<file path="src/deq_pkg.sv">
// Shared types and constants for the double-ended queue.
// Holds operation and status codes, the per-cell control beat struct
// and the default sizes. No dependencies.
package deq_pkg;

  localparam int unsigned CAPACITY  = 64;
  localparam int unsigned WORD_BITS = 32;
  localparam int unsigned OP_BITS   = 3;
  localparam int unsigned ST_BITS   = 2;

  typedef enum logic [OP_BITS-1:0] {
    OP_PUSH_FRONT = 3'd0,
    OP_PUSH_REAR  = 3'd1,
    OP_POP_FRONT  = 3'd2,
    OP_POP_REAR   = 3'd3,
    OP_PEEK       = 3'd4
  } deq_op_e;

  typedef enum logic [ST_BITS-1:0] {
    ST_OK    = 2'd0,
    ST_EMPTY = 2'd1,
    ST_FULL  = 2'd2
  } deq_status_e;

  typedef struct packed {
    logic shift_r;   // push front: every cell takes its left neighbor
    logic shift_l;   // pop front: every cell takes its right neighbor
    logic wr_rear;   // push rear: the cell at the fill level takes the word
  } deq_ctl_t;

endpackage

</file>
<file path="src/deq_cell.sv">
// One storage cell of the queue chain.
// Holds one word and trades it with its neighbors on shifts.
// Depends on deq_pkg for the control struct.
module deq_cell #(
  parameter int unsigned IDX       = 0,
  parameter int unsigned WORD_BITS = deq_pkg::WORD_BITS,
  parameter int unsigned CNT_BITS  = 7
) (
  input  logic                 clk_i,
  input  deq_pkg::deq_ctl_t    ctl_i,
  input  logic [CNT_BITS-1:0]  cnt_i,
  input  logic [WORD_BITS-1:0] push_i,
  input  logic [WORD_BITS-1:0] left_i,
  input  logic [WORD_BITS-1:0] right_i,
  output logic [WORD_BITS-1:0] data_o,
  output logic                 last_o,
  output logic                 pen_o
);

  localparam logic [CNT_BITS-1:0] MyPos   = CNT_BITS'(IDX);
  localparam logic [CNT_BITS-1:0] LastCnt = CNT_BITS'(IDX + 1);
  localparam logic [CNT_BITS-1:0] PenCnt  = CNT_BITS'(IDX + 2);

  logic [WORD_BITS-1:0] data_q, data_d;

  always_comb begin
    data_d = data_q;
    if (ctl_i.shift_r) begin
      data_d = left_i;
    end else if (ctl_i.shift_l) begin
      data_d = right_i;
    end else if (ctl_i.wr_rear && (cnt_i == MyPos)) begin
      data_d = push_i;
    end
  end

  always_ff @(posedge clk_i) begin
    data_q <= data_d;
  end

  assign data_o = data_q;
  assign last_o = (cnt_i == LastCnt);
  assign pen_o  = (cnt_i == PenCnt);

endmodule

</file>
<file path="config.mk">
export PLATFORM = sky130hd
export DESIGN_NAME = deq_cell
export DESIGN_NICKNAME = d
export VERILOG_FILES = /design/src/deq_pkg.sv /design/src/deq_cell.sv
export SDC_FILE = /design/constraint.sdc
export NUM_CORES = 1
export LEC_CHECK = 0
export ABC_CLOCK_PERIOD_IN_PS = 3550
export BUFFER_PORTS_ARGS = -buffer_cell sky130_fd_sc_hd__buf_2
export CAP_MARGIN = 30
export CORE_MARGIN = 2
export CORE_UTILIZATION = 41
export CTS_BUF_LIST = sky130_fd_sc_hd__clkbuf_16
export DETAILED_ROUTE_END_ITERATION = 8
export PLACE_DENSITY = 0.85
export SKIP_LAST_GASP = 1
export SYNTH_ARGS = -nofsm -noshare
export SYNTH_HDL_FRONTEND = slang
export SYNTH_SLANG_ARGS = --single-unit
</file>
<file path="constraint.sdc">
create_clock -name clk_i -period 3.55 [get_ports clk_i]
set_clock_uncertainty 0.15 [all_clocks]
set_input_delay 0.71 -clock clk_i [delete_from_list [all_inputs] [get_ports clk_i]]
set_output_delay 0.71 -clock clk_i [all_outputs]
set_load 0.01 [all_outputs]
</file>
==> summary.md <==
| Metric | Value |
|---|---|
| First DRT Iteration DRCs | 55 |
| Crit share post-route | approximately 74% |
| Die H | 67.8 um |
| Buffers & Inverters on Critical Path | 2 |
| Cts bufs inserted | 5 |
| Crit path max-delay cell type | or4_4 |
| Max Fanout on Critical Path | 2 |
| I/O Pins | between 100 and 150 |
| Drt wl/cell | between 10 and 15 um |
| WP data arrival | approximately 1.8 ns |
| CP most frequent cell | buf_2 |
| Synth async-reset ratio | 0% |
| Die footprint | about 4600 um2 |
| Final Hold Vio Count | 0 |
| Post-synth top area cell | edfxtp_1 |
| Core ar. | around 4000 um2 |
| Register area share after synthesis | around 58% |
| RSZ-0062 raised after global routing | false |
| DIE WIDTH | a little under 70 um |
| Global-route wire length before repair | approximately 5700 um |
| WP depth | 4 |
| Routability cong. | 0.795 |
| Global routing usage on met1 | 18.0% |
| Setup CP Type | in -> out |
| Share of cells above drive strength 1 | 52.8% |
| Vias | about 1600 |
| Clock sink count | 32 |
| NumNets Final | just under 400 |
| VDD IR max | between 0.0002 and 0.0003 V |
| Leak Pwr | ~1.3 nW |
| Max reg flops | 32 |
| Max Clk Rate | between 0.3 and 0.4 GHz |
| Top post-synthesis cells by area | edfxtp_1 (58%), mux2i_1 (19%), o21ai_0 (9.6%) |
| Netlist Area Pre-Place | 1670 um2 |
| Hold crit path type | in -> reg |
| Worst hold slack | roughly 0.57 ns |
| Status | finished clean |
| Final WL | around 4100 um |
| Synth unique cells | 11 |
| Pwr Total | 1.06 mW |
| Seq cells post-synth | 32 |
| Post-CTS resize count | 0 |
| IO Port Bufs | between 100 and 150 |
| Delay-heaviest family, CP | simple AND/OR/NAND/NOR gates |
| CTS tree | done |
| CP endpoint kind | primary output |
| Vias in the first global route | between 1000 and 1500 |
| CP Launch Type | input port |
| Remaining Overflow, GRT | 0 |
| Initial antenna violation count | 0 |
| Avg Vias per Cell | ~4.7 |
| H-tree Lvls | 2 |
| Pre-Repair DR Iteration Count | 4 |
| Syn avg cell area | 11.5 um2 |
| Max Slew Vio Count | 0 |
| Number of flops mapped to enable cells by yosys | 32 |
| Crit path required time | 2.69 ns |
| Initial Util | a little over two fifths |
| DP Worst Slack | about 0.9 ns |
| Cells after Synth | approximately 150 |
| Slack of the critical path | between 0.9 and 1 ns |
| Share of the synthesized area in the top cell type | 57.6% |
| DRT antenna net count | 0 |
| Clock buffer depth | 2 |
| Top FF cell, synth | edfxtp_1 |
| Syn-to-layout area delta | 51.9% |
| Relative max-transition margin | roughly two thirds |
| Clock Tree Root | clkbuf_16 |
| Largest stage delay, worst path | ~0.53 ns |
| Estimated wirelength of the detail-placed design | roughly 3200 um |
| Grt met2 use | a little under a third |
| TNS Setup | 0 ns |
| Setup violators final | 0 |
| Post-route DRC | 0 |
| Crit-path cells | buf_2 -> or4_4 -> nor4b_1 -> buf_2 |
| Final core occ | 63.8% |
| Pin count of the biggest net entering global routing | 35 |
| Antenna Cells | 0 |
| Gr busiest metal | met2 |
| PD cells | between 400 and 500 nW/um2 |
| Worst-Margin Slew | roughly 0.52 ns |
| Crit. Startpoint | cnt_i[2] |
| Row count | 23 |
| Fin crit period | 2.62 ns |
| Post-CTS setup buffer count | 0 |
| M3 GR Usage | around 4.5% |
| Yosys synthesis warning count | 0 |
| Mapped Nets | approximately 250 |
| Max_cap viols | 0 |
| Worst Setup EP | last_o |
| Synth cell count leaders | edfxtp_1 (32), mux2i_1 (32), nand2_1 (32), o21ai_0 (32), clkbuf_1 (7) |
| GRT Total Usage | 17.2% |
| Post-CTS Hold Fix Bufs | 0 |
| Clock slew at reported path FFs | about 0.050 ns |
layout make-up:
type,count,area (um2)
clock buffers,5,125
clock inverters,2,8.76
fillers,312,1440
multi-input cells,102,653
flip-flops and latches,32,961
well taps,50,62.6
repair buffers,143,723
worst min path at each step:
stage               slack [ns]  depth (start not counted)        from                   end
global placement          0.84                          3  left_i[25]  data_o[25]$_DFFE_PP_
detailed placement        0.84                          3   left_i[7]   data_o[7]$_DFFE_PP_
CTS                       0.57                          3  left_i[26]  data_o[26]$_DFFE_PP_
finish                    0.57                          3  left_i[26]  data_o[26]$_DFFE_PP_
global route              0.58                          3   left_i[4]   data_o[4]$_DFFE_PP_
floorplan                 0.75                          2  left_i[11]  data_o[11]$_DFFE_PP_
placed cells by master, fill, tap and decap left out, types with 3 or more instances in the layout:
cell and instances:
buf_2 140, mux2i_1 32, nand2_1 32, o21ai_0 32, edfxtp_1 32, clkbuf_16 5
nor4b_1 3, buf_4 3
metrics by stage:
step | instance area [um2] | instances
after floorplan | 1670 | 145
after global placement | 2400 | 327
after detailed placement | 2400 | 327
after CTS | 2530 | 334
after global routing | 2530 | 334
final | 2530 | 334
report_power, final:
group / total [mW] / internal [mW] / switching [mW]
Clock: 0.382 / 0.250 / 0.131
Combinational: 0.199 / 0.0991 / 0.100
Sequential: 0.479 / 0.469 / 0.00996
kinds of logic after synthesis:
family / count (synthesis) / share of synthesized area [%]
and+or+nand+nor: 37 / 9.83
muxes: 32 / 19.2
AOI/OAI and AO/OA: 33 / 10.1
buffers and inverters: 11 / 3.23
DFF: 32 / 57.6
per-layer routing:
layer | share of wire, % | routed length [um]
met1 | 38 | 1580
met2 | 50 | 2070
met3 | 9.9 | 406
met4 | 1.3 | 55
met5 | 0 | 0
No activity file was read; power rests on OpenSTA's default activity.
